===== config.mk =====
export PLATFORM = sky130hd
export DESIGN_NAME = block_permutation_cipher_flat
export DESIGN_NICKNAME = d
export VERILOG_FILES = /design/src/hw/rtl/bpc_pkg.sv /design/src/hw/rtl/bpc_if.sv /design/src/hw/rtl/bpc_ctrl.sv /design/src/hw/rtl/bpc_datapath.sv /design/src/hw/rtl/block_permutation_cipher.sv /design/src/flat_wrapper.sv
export SDC_FILE = /design/constraint.sdc
export NUM_CORES = 1
export LEC_CHECK = 0
export ABC_CLOCK_PERIOD_IN_PS = 3500
export BUFFER_PORTS_ARGS = -buffer_cell sky130_fd_sc_hd__buf_2
export CORE_ASPECT_RATIO = 1.5
export CORE_MARGIN = 1.5
export CORE_UTILIZATION = 40
export CTS_CLUSTER_SIZE = 20
export DETAILED_ROUTE_END_ITERATION = 12
export PLACE_DENSITY_LB_ADDON = 0.3
export SYNTH_ARGS = -nofsm -noshare
export SYNTH_HDL_FRONTEND = slang
export SYNTH_HIERARCHICAL = 1
export SYNTH_SLANG_ARGS = --single-unit

===== constraint.sdc =====
create_clock -name clk -period 3.5 [get_ports clk]
set_clock_uncertainty 0.1 [all_clocks]
set_input_delay 0.35 -clock clk [delete_from_list [all_inputs] [get_ports clk]]
set_output_delay 0.35 -clock clk [all_outputs]
set_load 0.01 [all_outputs]

===== src/hw/rtl/bpc_pkg.sv =====
// Package for the block permutation cipher.
// Holds the field widths, the configuration register indexes, the controller state type
// and the command and status structs. It depends on nothing.
package bpc_pkg;

	localparam int BYTE_W      = 8;
	localparam int LEN_W       = 4;
	localparam int KEY_FIELD_W = 3;
	localparam int KEY_ENTRIES = 8;
	localparam int KEY_W       = KEY_FIELD_W * KEY_ENTRIES;
	localparam int CFG_IDX_W   = 2;
	localparam int CFG_DATA_W  = KEY_W;

	localparam logic [CFG_IDX_W-1:0] CFG_MODE   = 2'd0;
	localparam logic [CFG_IDX_W-1:0] CFG_LENGTH = 2'd1;
	localparam logic [CFG_IDX_W-1:0] CFG_KEY    = 2'd2;

	localparam logic             MODE_ENCRYPT   = 1'b0;
	localparam logic [LEN_W-1:0] LENGTH_RESET   = 4'd8;
	localparam logic [KEY_W-1:0] KEY_RESET      = 24'd16434824;

	typedef enum logic {
		ST_FILL,
		ST_EMIT
	} ctl_state_t;

	typedef struct packed {
		logic take;
		logic load;
		logic finish;
	} ctl_cmd_t;

	typedef struct packed {
		logic flush;
		logic pos_last;
		logic out_free;
	} ctl_sts_t;

endpackage


===== src/hw/rtl/bpc_if.sv =====
// Valid/ready channel interfaces for the block permutation cipher.
// Input items carry a byte and an end mark; output items carry a byte and block marks.
// Depends on bpc_pkg for the byte width.
interface bpc_feed_if;
	logic                       valid;
	logic                       ready;
	logic [bpc_pkg::BYTE_W-1:0] text_byte;
	logic                       message_end;

	modport source(output valid, output text_byte, output message_end, input ready);
	modport sink(input valid, input text_byte, input message_end, output ready);
endinterface

interface bpc_emit_if;
	logic                       valid;
	logic                       ready;
	logic [bpc_pkg::BYTE_W-1:0] out_byte;
	logic                       block_last;
	logic                       message_done;

	modport source(output valid, output out_byte, output block_last, output message_done,
		input ready);
	modport sink(input valid, input out_byte, input block_last, input message_done,
		output ready);
endinterface


===== src/hw/rtl/bpc_ctrl.sv =====
// Controller of the block permutation cipher: gathers items until a block flushes,
// then steps the datapath through one output position per free output slot.
// Depends on bpc_pkg.
module bpc_ctrl (
	input  logic              clk,
	input  logic              arst_n,
	input  logic              feed_valid,
	output logic              feed_ready,
	input  bpc_pkg::ctl_sts_t sts,
	output bpc_pkg::ctl_cmd_t cmd
);
	import bpc_pkg::*;

	ctl_state_t state_q;
	ctl_state_t state_d;

	always_ff @(posedge clk or negedge arst_n) begin
		if (!arst_n) begin
			state_q <= ST_FILL;
		end else begin
			state_q <= state_d;
		end
	end

	always_comb begin
		state_d = state_q;
		case (state_q)
			ST_FILL: begin
				if (feed_valid && sts.flush) begin
					state_d = ST_EMIT;
				end
			end
			ST_EMIT: begin
				if (sts.out_free && sts.pos_last) begin
					state_d = ST_FILL;
				end
			end
			default: state_d = ST_FILL;
		endcase
	end

	always_comb begin
		feed_ready = 1'b0;
		cmd        = '0;
		case (state_q)
			ST_FILL: begin
				feed_ready = 1'b1;
				cmd.take   = feed_valid;
			end
			ST_EMIT: begin
				cmd.load   = sts.out_free;
				cmd.finish = sts.out_free && sts.pos_last;
			end
			default: begin
				feed_ready = 1'b0;
			end
		endcase
	end

endmodule


===== src/hw/rtl/bpc_datapath.sv =====
// Datapath of the block permutation cipher: configuration registers, block store,
// fill and position counters, permutation select and the output register.
// Depends on bpc_pkg; driven by bpc_ctrl.
module bpc_datapath #(
	parameter int MAX_BLOCK = 8
) (
	input  logic                           clk,
	input  logic                           arst_n,
	input  logic                           cfg_we,
	input  logic [bpc_pkg::CFG_IDX_W-1:0]  cfg_index,
	input  logic [bpc_pkg::CFG_DATA_W-1:0] cfg_wdata,
	input  logic [bpc_pkg::BYTE_W-1:0]     text_byte,
	input  logic                           message_end,
	input  bpc_pkg::ctl_cmd_t              cmd,
	output bpc_pkg::ctl_sts_t              sts,
	input  logic                           emit_ready,
	output logic                           emit_valid,
	output logic [bpc_pkg::BYTE_W-1:0]     out_byte,
	output logic                           block_last,
	output logic                           message_done
);
	import bpc_pkg::*;

	localparam int IDX_W = $clog2(MAX_BLOCK);

	logic                   mode_q;
	logic [LEN_W-1:0]       length_q;
	logic [KEY_W-1:0]       key_q;
	logic [BYTE_W-1:0]      store_q [MAX_BLOCK];
	logic [IDX_W-1:0]       fill_q;
	logic [IDX_W-1:0]       pos_q;
	logic                   end_q;
	logic                   out_valid_q;
	logic [BYTE_W-1:0]      out_byte_q;
	logic                   block_last_q;
	logic                   message_done_q;

	logic [LEN_W-1:0]       len;
	logic [LEN_W-1:0]       fill_next;
	logic [LEN_W-1:0]       pos_next;
	logic [KEY_FIELD_W-1:0] key_e [MAX_BLOCK];
	logic [KEY_FIELD_W-1:0] key_pos;
	logic [BYTE_W-1:0]      enc_byte;
	logic [BYTE_W-1:0]      dec_byte;
	logic [BYTE_W-1:0]      sel_byte;

	for (genvar g = 0; g < MAX_BLOCK; g++) begin : g_key
		if (g < KEY_ENTRIES) begin : g_used
			assign key_e[g] = key_q[KEY_FIELD_W*g +: KEY_FIELD_W];
		end else begin : g_none
			assign key_e[g] = '0;
		end
	end

	always_comb begin
		if (length_q == '0) begin
			len = LEN_W'(1);
		end else if (length_q > LEN_W'(MAX_BLOCK)) begin
			len = LEN_W'(MAX_BLOCK);
		end else begin
			len = length_q;
		end
	end

	assign fill_next = LEN_W'(fill_q) + LEN_W'(1);
	assign pos_next  = LEN_W'(pos_q) + LEN_W'(1);
	assign key_pos   = key_e[pos_q];

	always_comb begin
		enc_byte = '0;
		if (LEN_W'(key_pos) < len) begin
			for (int i = 0; i < MAX_BLOCK; i++) begin
				if (LEN_W'(i) == LEN_W'(key_pos)) begin
					enc_byte = store_q[i];
				end
			end
		end
	end

	always_comb begin
		dec_byte = '0;
		for (int j = 0; j < MAX_BLOCK; j++) begin
			if (LEN_W'(j) < len && LEN_W'(key_e[j]) == LEN_W'(pos_q)) begin
				dec_byte = store_q[j];
			end
		end
	end

	assign sel_byte = (mode_q == MODE_ENCRYPT) ? enc_byte : dec_byte;

	assign sts.flush    = (fill_next >= len) || message_end;
	assign sts.pos_last = (pos_next == len);
	assign sts.out_free = !out_valid_q || emit_ready;

	always_ff @(posedge clk or negedge arst_n) begin
		if (!arst_n) begin
			mode_q   <= MODE_ENCRYPT;
			length_q <= LENGTH_RESET;
			key_q    <= KEY_RESET;
		end else if (cfg_we) begin
			case (cfg_index)
				CFG_MODE:   mode_q   <= cfg_wdata[0];
				CFG_LENGTH: length_q <= cfg_wdata[LEN_W-1:0];
				CFG_KEY:    key_q    <= cfg_wdata[KEY_W-1:0];
				default:    mode_q   <= mode_q;
			endcase
		end
	end

	always_ff @(posedge clk or negedge arst_n) begin
		if (!arst_n) begin
			for (int i = 0; i < MAX_BLOCK; i++) begin
				store_q[i] <= '0;
			end
			fill_q <= '0;
			pos_q  <= '0;
			end_q  <= 1'b0;
		end else if (cmd.take) begin
			store_q[fill_q] <= text_byte;
			end_q           <= message_end;
			pos_q           <= '0;
			if (!sts.flush) begin
				fill_q <= fill_q + IDX_W'(1);
			end
		end else if (cmd.finish) begin
			for (int i = 0; i < MAX_BLOCK; i++) begin
				store_q[i] <= '0;
			end
			fill_q <= '0;
			pos_q  <= '0;
		end else if (cmd.load) begin
			pos_q <= pos_q + IDX_W'(1);
		end
	end

	always_ff @(posedge clk or negedge arst_n) begin
		if (!arst_n) begin
			out_valid_q <= 1'b0;
		end else if (cmd.load) begin
			out_valid_q <= 1'b1;
		end else if (emit_ready) begin
			out_valid_q <= 1'b0;
		end
	end

	always_ff @(posedge clk) begin
		if (cmd.load) begin
			out_byte_q     <= sel_byte;
			block_last_q   <= sts.pos_last;
			message_done_q <= sts.pos_last && end_q;
		end
	end

	assign emit_valid   = out_valid_q;
	assign out_byte     = out_byte_q;
	assign block_last   = block_last_q;
	assign message_done = message_done_q;

endmodule


===== src/hw/rtl/block_permutation_cipher.sv =====
// Block permutation cipher, top level: joins bpc_ctrl and bpc_datapath to the channels.
// After the item that closes a block, the controller enters its emit state and loads
// each output position into the output register whenever the output slot is free.
// It takes no item until every output position of the block has been loaded.
// Reset: arst_n clears the block store, counters and output valid at once and
// restores encrypt mode, length eight and the default key.
module block_permutation_cipher #(
	parameter int MAX_BLOCK = 8
) (
	input  logic                           clk,
	input  logic                           arst_n,
	input  logic                           cfg_we,
	input  logic [bpc_pkg::CFG_IDX_W-1:0]  cfg_index,
	input  logic [bpc_pkg::CFG_DATA_W-1:0] cfg_wdata,
	bpc_feed_if.sink                       feed,
	bpc_emit_if.source                     emit
);
	import bpc_pkg::*;

	ctl_cmd_t cmd;
	ctl_sts_t sts;

	bpc_ctrl u_ctrl (
		.clk        (clk),
		.arst_n     (arst_n),
		.feed_valid (feed.valid),
		.feed_ready (feed.ready),
		.sts        (sts),
		.cmd        (cmd)
	);

	bpc_datapath #(
		.MAX_BLOCK (MAX_BLOCK)
	) u_datapath (
		.clk          (clk),
		.arst_n       (arst_n),
		.cfg_we       (cfg_we),
		.cfg_index    (cfg_index),
		.cfg_wdata    (cfg_wdata),
		.text_byte    (feed.text_byte),
		.message_end  (feed.message_end),
		.cmd          (cmd),
		.sts          (sts),
		.emit_ready   (emit.ready),
		.emit_valid   (emit.valid),
		.out_byte     (emit.out_byte),
		.block_last   (emit.block_last),
		.message_done (emit.message_done)
	);

endmodule


===== src/flat_wrapper.sv =====
// flat-port wrapper written by rule: the top's interface ports become plain ports
module block_permutation_cipher_flat import bpc_pkg::*;
#(
	parameter int MAX_BLOCK = 8
)
  (clk, arst_n, cfg_we, cfg_index, cfg_wdata, feed_valid, feed_text_byte, feed_message_end, feed_ready, emit_valid, emit_out_byte, emit_block_last, emit_message_done, emit_ready);
  bpc_feed_if feed_i ();
  bpc_emit_if emit_i ();
  input  logic clk;
  input  logic arst_n;
  input  logic cfg_we;
  input  logic [bpc_pkg::CFG_IDX_W-1:0] cfg_index;
  input  logic [bpc_pkg::CFG_DATA_W-1:0] cfg_wdata;
  input wire logic [$bits(feed_i.valid)-1:0] feed_valid;
  input wire logic [$bits(feed_i.text_byte)-1:0] feed_text_byte;
  input wire logic [$bits(feed_i.message_end)-1:0] feed_message_end;
  output wire logic [$bits(feed_i.ready)-1:0] feed_ready;
  output wire logic [$bits(emit_i.valid)-1:0] emit_valid;
  output wire logic [$bits(emit_i.out_byte)-1:0] emit_out_byte;
  output wire logic [$bits(emit_i.block_last)-1:0] emit_block_last;
  output wire logic [$bits(emit_i.message_done)-1:0] emit_message_done;
  input wire logic [$bits(emit_i.ready)-1:0] emit_ready;
  assign feed_i.valid = feed_valid;
  assign feed_i.text_byte = feed_text_byte;
  assign feed_i.message_end = feed_message_end;
  assign feed_ready = feed_i.ready;
  assign emit_valid = emit_i.valid;
  assign emit_out_byte = emit_i.out_byte;
  assign emit_block_last = emit_i.block_last;
  assign emit_message_done = emit_i.message_done;
  assign emit_i.ready = emit_ready;
  block_permutation_cipher #(.MAX_BLOCK(MAX_BLOCK)) u_core (.clk(clk), .arst_n(arst_n), .cfg_we(cfg_we), .cfg_index(cfg_index), .cfg_wdata(cfg_wdata), .feed(feed_i), .emit(emit_i));
endmodule

-- Word-level counts from Yosys, hierarchy flattened
Cells that the tools add are included.
- add/sub/neg operators: 4
- multiply operators: 0
- div/mod/pow operators: 0
- $lt $le $gt $ge: 14
- equal/unequal tests: 19
- shift operators: 0
- muxes and demuxes: 42
- bitwise gates (word level): 3
- reduce and logical (&&, ||, !) cells: 25
- operators by type and width (kind ; number):
    $mux W8 ; 19
    $mux W64 ; 2
    $bwmux W64 ; 1
    $demux W8 S3 ; 1
    $eq A3 B3 Y1 ; 8
    $mux W3 ; 8
    $lt A3 B4 Y1 const A ; 4
    $eq A3 B3 Y1 const A ; 4
    $logic_and A1 B1 Y1 ; 12
    $bmux W3 S3 ; 1
    $add A3 B1 Y4 const B ; 2
    $ge A4 B4 Y1 const B ; 2
    $lt A1 B4 Y1 const A ; 2
    $lt A2 B4 Y1 const A ; 2
    $mux W4 ; 2
    $not A3 Y4 ; 2
    $reduce_and A2 Y1 ; 4
    $add A3 B1 Y3 const B ; 2
    $eq A2 B3 Y1 const A ; 2
    $mux W1 ; 6
    $eq A4 B4 Y1 ; 1
    $ge A4 B4 Y1 ; 1
    $gt A4 B4 Y1 const B ; 1
    $logic_not A4 Y1 ; 1
    other kinds (15) ; 17
- flip-flop bits (word level): 112
- bits in latches: 0
- RAM bits: 0
- bits in read-only memories: 0
- input port bits: 40
- output and inout bits: 12
- memories kept: 0

-- Longest topological paths before layout
Gate-level depths: netlist of run 1.
- word-level depth: 15
- mapped depth: 12
- mapped depth without buffers: 9

-- Modules after synthesis
Netlist of run 1, hierarchy kept.
- by module, submodules not included (module ; times used ; cells each ; area each (µm²) ; sequential area each (µm²)):
    bpc_datapath ; 1 ; 669 ; 6438.7 ; 2844.0
    bpc_ctrl ; 1 ; 7 ; 67.6 ; 25.0

-- Worst setup path before layout of run 1
Ideal clock, no wire load.
- path type: flip-flop to flip-flop
- from: reg u_core.u_datapath.length_q[3]
- to: reg u_core/u_datapath/store_q[48] in the netlist's numbering
- setup time: 0.143 ns
- arrival time: 2.486 ns
- data required time: 3.257 ns
- path slack: 0.770 ns
- cell stages (with the launch flop): 12
- path buffers: 3
- cell sequence: dfstp_2 buf_2 inv_1 o21a_1 xnor2_1 a2111oi_0 and3_4 nand2_1 clkbuf_1 clkbuf_1 nand2_1 o21ai_0
- RTL lines (element ; line ; text):
    from (decl) ; bpc_datapath.sv:27 ; logic [LEN_W-1:0] length_q;
    from (signal assigned) ; bpc_datapath.sv:103 ; CFG_LENGTH: length_q <= cfg_wdata[LEN_W-1:0];
    to (signal, indexed assignment) ; bpc_datapath.sv:119 ; store_q[fill_q] <= text_byte;
    to (decl) ; bpc_datapath.sv:29 ; logic [BYTE_W-1:0] store_q [MAX_BLOCK];

-- Worst setup path in the final report of run 1
- from: reg u_core.u_datapath.pos_q[1]
- to: reg u_core.u_datapath.out_byte_q[2] (netlist: u_core/u_datapath/out_byte[2]) (data pin)
- cells in the longest elaborated chain, start to end: 15
- elaborated cells between the ends (all ways): 47
- those cells by class: order compare: 1; eq/ne: 15; mux: 21; bitwise: 1; reduce/logical: 9
- ends and longest elaborated chain (element ; line ; text):
    from (decl) ; bpc_datapath.sv:31 ; logic [IDX_W-1:0] pos_q;
    from (signal assigned) ; bpc_datapath.sv:132 ; pos_q <= pos_q + IDX_W'(1);
    $not A3 Y4 (not written as such) ; bpc_datapath.sv:67 ; assign key_pos = key_e[pos_q];
    $bmux W3 S3 ; bpc_datapath.sv:67 ;
    $mux W3 (not written as such) (2 in series) ; bpc_datapath.sv:67 ;
    $logic_not A3 Y1 ; bpc_datapath.sv:73 ; if (LEN_W'(i) == LEN_W'(key_pos)) begin
    $mux W8 (8 in series) ; bpc_datapath.sv:73 ;
    $mux W8 ; bpc_datapath.sv:71 ; if (LEN_W'(key_pos) < len) begin
    $mux W8 * ; bpc_datapath.sv:89 ; assign sel_byte = (mode_q == MODE_ENCRYPT) ? enc_byte : dec_byte;
    via u_core.u_datapath.sel_byte[2] ; bpc_datapath.sv:45 ; logic [BYTE_W-1:0] sel_byte;
    to (signal assigned) ; bpc_datapath.sv:148 ; out_byte_q <= sel_byte;
    to (decl) ; bpc_datapath.sv:34 ; logic [BYTE_W-1:0] out_byte_q;
The timed path passes the listed nets; every way through them passes the cells marked *. The select of a mux whose other input is x is not followed.
A chain may end at the register's enable or synchronous reset.

==> flow_summary.json, run 1 <==
{
  "grt_pass1_vias": 5244,
  "clock_power_share_pct": 15.3,
  "holdBufCountCts": 0,
  "vdd_drop_max_mv": 0.3875,
  "crit_arrival_ps": 3190,
  "drive_gt1_share_pct": 20.31,
  "p_int_uw": 3694,
  "clk_latency_ps": 350,
  "setup_viol": 0,
  "power_frac_comb_pct": 49.6,
  "cap_violations": 0,
  "min_period_ps": 3210,
  "crit_type": "flop to flop",
  "rows": 56,
  "grt_max_degree": 68,
  "tightest_slew_ps": 1159,
  "cts_setup_buffers": 0,
  "multi_input_area_um2": 3311,
  "leakagePower_uw": 0.003117,
  "hold_slack_ps": -10.58,
  "antenna_found_initial": 0,
  "synth_common_cells": "147 x nand2_1, 89 x dfrtp_1, 70 x o21ai_0",
  "synth_top_area_share_pct": 34.23,
  "p_seq_share_pct": 35.1,
  "synth_nets": 724,
  "clkSlewWorstSetupHoldPaths_ps": 70,
  "drtPass1Iterations": 5,
  "cts.sinks": 112,
  "tns_ps": 0,
  "p_sw_uw": 2757,
  "ys_seq_area_share_pct": 44.10,
  "failed_checks": "negative hold slack",
  "antennaDiodeCount": 0,
  "ys_ff_latch": 112,
  "status": "complete, but fails checks",
  "drc": 0,
  "netlist_instances": 676,
  "vias_per_cell": 5.605,
  "fmax_ghz": 0.3115,
  "swShare_pct": 42.74,
  "endpoint_kind": "flop",
  "ios": 52,
  "grt_pass1_wl_um": 26590,
  "r2r-end": "u_core/u_datapath/out_byte[2]",
  "fin_util_pct": 45.43,
  "synth_area_um2": 6506,
  "min_period_over_period_pct": 91.71,
  "yosysMostFrequentCell": "nand2_1",
  "regArea_um2": 2869,
  "die_y_um": 159.2,
  "hpwl_um": 12480,
  "die_x_um": 107.1,
  "timing.rr.start": "u_core/u_datapath/pos_q[1]",
  "cts-root-buf": "clkbuf_16",
  "syn2layout_area_growth_pct": 10.08,
  "yosysWarnings": 6,
  "cp.required_ps": 3480,
  "gr-total-overflow": 0,
  "routed_wl_um": 16670,
  "initial_core_util_pct": 41.27,
  "netlist_top_cells_area": "dfrtp_1 34%, nand2_1 8.5%, mux2i_1 6.8%",
  "rsz0062_at_grt": "false",
  "numCtsBuffers": 9,
  "worst-r2r-cell-count": 9,
  "cp-startpoint": "u_core/u_datapath/pos_q[1]",
  "core_area_um2": 15770,
  "ff2ff_setup_slack_ps": 290,
  "drv_slew": 0,
  "async_reset_ff_share_pct": 91.07,
  "timing_hold_violations_final": 3,
  "nNetsFinal": 758,
  "vias": 5140,
  "grt_util_all_layers_pct": 20.05,
  "wl_per_cell_um": 18.18,
  "ctsResizeCount": 0,
  "drtIter0Drc": 299,
  "hp-class": "primary input to asynchronous set/reset pin",
  "io_buffers": 51,
  "htree_num_levels": 3,
  "total_power_uw": 6451,
  "cp-start-kind": "flop",
  "worstPathMaxFanout": 17,
  "gp_congestion": 0.8721,
  "fillers": 1479,
  "clk_path_buf_depth": 2,
  "slew_headroom_pct": 22.44,
  "detail-route-antenna-nets": 0,
  "synth_edf_count": 10,
  "avgSynthCellArea_um2": 9.625,
  "p_per_area_nw_per_um2": 900.8,
  "yosys.cell_types.count": 64,
  "cts_tree": "done",
  "die_area_um2": 17060,
  "ys.flop_type": "dfrtp_1",
  "synth_top_area_cell": "dfrtp_1"
}
## layout make-up
type,count,share of cell area [%]
clock buffers,10,3.337
repair buffers,70,5.590
flip-flops and latches,112,40.06
well taps,203,3.546
inverters,13,0.6813
clock inverters,5,0.5590
multi-input cells,504,46.23
## worst max path at each step
| stage | cells after the start | end |
|---|---|---|
| 2_1_floorplan | 11 | u_core/u_datapath/store_q[48] |
| 3_3_place_gp | 11 | u_core/u_datapath/fill_q[2] |
| 3_5_place_dp | 11 | u_core/u_datapath/fill_q[2] |
| 4_1_cts | 11 | u_core/u_datapath/fill_q[2] |
| 5_1_grt | 11 | u_core/u_datapath/store_q[12] |
| 6_report | 9 | u_core/u_datapath/out_byte[2] |
## power by group through the flow
stage / clock [uW] / combinational [uW] / sequential [uW]
6_report: 987 / 3200 / 2270
5_1_grt: 1060 / 3490 / 2320
4_1_cts: 1010 / 3180 / 2260
3_5_place_dp: 0 / 3160 / 2290
3_3_place_gp: 0 / 3070 / 2270
2_1_floorplan: 0 / 2550 / 2090
## worst max-delay path: stages, from the launching register on
cell,delay (ps)
dfrtp_1,770
buf_4,280
mux2_2,340
o21ai_0,160
a32o_1,200
inv_2,160
ha_1,320
a21oi_1,80
o21ai_2,370
o211ai_1,170
## registers in the layout, indices dropped and copies added, names as in the netlist, 3 cells and up
signal	count
u_core/u_datapath/fill_q	3
u_core/u_datapath/key_q	24
u_core/u_datapath/length_q	4
u_core/u_datapath/out_byte	8
u_core/u_datapath/pos_q	3
u_core/u_datapath/store_q	64
## layout by cell type (no fill, tap or decap), types with 3 or more instances in the layout
master / netlist / final
inv_1: 11 / 11
o21ai_0: 70 / 70
edfxtp_1: 10 / 10
o21a_1: 7 / 7
a221oi_1: 6 / 6
a211o_1: 5 / 5
dfrtp_1: 89 / 89
nand4_1: 9 / 9
nor4_1: 7 / 7
nor4_4: 3 / 3
o22ai_1: 7 / 7
nor2_1: 18 / 18
a21oi_1: 4 / 4
o32ai_1: 6 / 6
buf_4: 10 / 20
nor3_1: 9 / 9
buf_2: 11 / 50
dfstp_2: 13 / 13
mux2i_1: 44 / 44
o31ai_1: 6 / 6
clkbuf_16: 0 / 9
ha_1: 8 / 8
xor2_1: 18 / 18
nand2_1: 147 / 146
nand2b_1: 9 / 9
xnor2_1: 12 / 12
mux2_2: 31 / 31
nand3_1: 35 / 35
o211ai_1: 3 / 3
## metal layers
layer	wire length [um]	vias to the layer above	GRT usage, %
met5	0	-	0
met4	706	0	9.697
met3	603	42	3.029
met2	9120	151	37.41
met1	6244	2487	21.48
li1	-	2460	-
## cells by family (layout without fill, tap and decap cells)
| kind of cell | count (synthesis) | count (layout) | share of synthesized area (%) |
|---|---|---|---|
| flip-flops | 112 | 112 | 44.10 |
| AND/OR/NAND/NOR | 253 | 253 | 18.12 |
| AO/OA/AOI/OAI | 133 | 133 | 13.35 |
| multiplexers | 80 | 80 | 13.81 |
| buffers and inverters | 60 | 98 | 5.058 |
| XOR/XNOR | 30 | 30 | 4.038 |
| adder cells (fa/ha/maj) | 8 | 8 | 1.539 |
## stage by stage
stage | cells | cell area [um2] | hold slack [ps] | worst slack [ps]
after global routing | 917 | 7162 | 74.09 | 101.5
after detailed placement | 902 | 6883 | 398.7 | 312.2
after floorplan | 676 | 6506 | -45.59 | 770.3
final | 917 | 7162 | -10.58 | 290.2
after global placement | 902 | 6883 | 388.5 | 353.1
after CTS | 917 | 7162 | 45.81 | 328.1
Power figures use the tool's default switching activity.
==> run 2, diff against run 1 <==
Settings changed: ABC_AREA set to 1, CTS_BUF_LIST set to sky130_fd_sc_hd__clkbuf_16.
==> flow_summary.json, run 2 <==
{
  "cp.required_ps": 3610,
  "vdd_drop_max_mv": 0.3655,
  "detail-route-antenna-nets": 0,
  "antennaDiodeCount": 0,
  "ios": 52,
  "drive_gt1_share_pct": 16.41,
  "yosys.cell_types.count": 45,
  "netlist_top_cells_area": "dfrtp_1 34%, nand2_1 11%, nand3_1 7.7%",
  "die_area_um2": 17060,
  "core_area_um2": 15770,
  "endpoint_kind": "flop",
  "grt_max_degree": 49,
  "drtPass1Iterations": 6,
  "setup_ws_ps": 670.7,
  "cts.sinks": 112,
  "clk_latency_ps": 360,
  "crit_type": "flop to flop",
  "nNetsFinal": 939,
  "rsz0062_at_grt": "false",
  "final_cell_mix": "191 x nand2_1, 115 x inv_1, 100 x nand3_1, 89 x dfrtp_1, 63 x o21ai_0",
  "worstPathMaxFanout": 13,
  "largest-register": "u_core/u_datapath/store_q",
  "leakagePower_uw": 0.003578,
  "initial_core_util_pct": 41.29,
  "yosysWarnings": 6,
  "rows": 56,
  "p_per_area_nw_per_um2": 910.0,
  "critPathMaxStageDelay_ps": 640,
  "min_from": "cfg_wdata[22]",
  "synth_top_family_by_area": "simple AND/OR/NAND/NOR gates",
  "grt_pass1_wl_um": 29810,
  "avgSynthCellArea_um2": 7.730,
  "ys_seq_area_share_pct": 44.08,
  "synthAdderAreaFrac_pct": 1.538,
  "min_period_ps": 2829,
  "cap_violations": 0,
  "synth_nets": 890,
  "timing.rr.start": "u_core/u_datapath/length_q[3]",
  "gp_congestion": 0.8695,
  "grt_util_all_layers_pct": 22.41,
  "ys_ff_latch": 112,
  "synth_edf_count": 10,
  "die_x_um": 107.2,
  "final_common_cell": "nand2_1",
  "clk_path_buf_depth": 2,
  "numCtsBuffers": 9,
  "synth_area_um2": 6509,
  "async_reset_ff_share_pct": 91.07,
  "cts-root-buf": "clkbuf_16",
  "yosysMostFrequentCell": "nand2_1",
  "io_buffers": 51,
  "wl_per_cell_um": 16.60,
  "vias": 5917,
  "setup_viol": 0,
  "drc": 0,
  "antenna_found_initial": 0,
  "synth_common_cells": "191 x nand2_1, 115 x inv_1, 100 x nand3_1",
  "die_y_um": 159.2,
  "timing_hold_violations_final": 0,
  "min_period_over_period_pct": 80.84,
  "drv_slew": 0,
  "drtIter0Drc": 354,
  "cp_slowest_cell": "dfstp_2",
  "cts_tree": "done",
  "crit_arrival_ps": 2940,
  "synth_top_area_cell": "dfrtp_1",
  "largest_reg_flops": 64,
  "gr-total-overflow": 0,
  "fillers": 1624,
  "synthMuxAreaShare_pct": 1.038,
  "htree_num_levels": 3,
  "synth_xor_area_share_pct": 2.384,
  "tns_ps": 0,
  "tightest_slew_ps": 918.8,
  "synth_top_area_share_pct": 34.22,
  "synthSimpleGateAreaFrac_pct": 26.53,
  "vias_per_cell": 5.384,
  "hpwl_um": 13360,
  "syn2layout_area_growth_pct": 11.86,
  "crit_chain": "inv_2 > nand2_1 > a21boi_1 > xor2_1 > inv_1 > nor3_1 > nand2_1 > nor2_2 > nand2_1 > nand2_1 > o22ai_1",
  "synth_compound_area_share_pct": 14.24,
  "ys.flop_type": "dfrtp_1",
  "routed_wl_um": 18250,
  "slew_headroom_pct": 38.58,
  "netlist_instances": 842,
  "clkSlewWorstSetupHoldPaths_ps": 70,
  "cp-start-kind": "flop",
  "cp-startpoint": "u_core/u_datapath/length_q[3]",
  "grt_pass1_vias": 5699,
  "fmax_ghz": 0.3534,
  "hp-class": "primary input to flop",
  "path_common_cell": "nand2_1",
  "status": "complete, no violations",
  "pre_cts_slack_ps": 692.3
}
run 2: cell families after synthesis:
logic type / after synthesis
AO/OA/AOI/OAI: 162
AND/OR/NAND/NOR: 378
buffers and inverters: 160
flip-flops: 112
multiplexers: 6
adder cells (fa/ha/maj): 8
XOR/XNOR: 16
run 2: critical path, delay by kind of cell (launching register included):
kind            cells  cell delay [ps]
simple gates        6             1250
flops               1              640
compound gates      2              400
xor+xnor            1              170
buf+inv             2              150
run 2: report_power, final:
part	internal, uW	switching [uW]
clock	630	500
sequential	1850	320
combinational	1080	2240
total	3560	3060
run 2: area by class of cell:
cell class	count	area, um2	area share [%]
clock buffers	9	225.2	3.093
repair buffers	64	357.8	4.915
well taps	203	254.0	3.489
inverters	134	503.0	6.908
clock inverters	7	95.09	1.306
flip-flops and latches	112	2869	39.41
multi-input cells	570	2977	40.88
run 2: worst paths after layout:
check | endpoint | slack, ps | cells past startpoint
max in group asynchronous | u_core/u_datapath/length_q[3] | 1970 | 3
worst max register to register | u_core/u_datapath/store_q[9] | 670 | 11
worst min register to register | u_core/u_datapath/key_q[20] | 400 | 2
worst max-delay path | u_core/u_datapath/store_q[9] | 670 | 11
min in group asynchronous | u_core/u_datapath/store_q[51] | 460 | 2
worst min-delay path | u_core/u_datapath/key_q[22] | 130 | 3
run 2: repair_timing:
item / in CTS / in global routing
gates resized for setup: 0 / 0
endpoints found under the hold margin: 42 / 0
setup endpoints to repair: 0 / 0
hold buffers: 1 / 0
setup buffers: 0 / 0
run 2: per-layer routing:
metal  GRT usage, %  wire (um)  up-vias
met3          2.702        807       36
met5              0          0        -
met2          40.01       9670      184
met1          26.88       7184     2803
li1               -          -     2894
met4          8.970        584        0
run 2: per-stage QoR:
step	cells	instance area [um2]	utilization, %	hold WS (ps)	power (uW)
2_1_floorplan	842	6509	-	-45.59	4577
3_3_place_gp	1082	6950	44.09	305.4	5449
3_5_place_dp	1082	6950	44.09	309.4	5489
5_1_grt	1099	7281	46.18	124.5	7188
4_1_cts	1099	7281	46.18	116.5	6636
6_report	1099	7281	46.18	127.3	6625
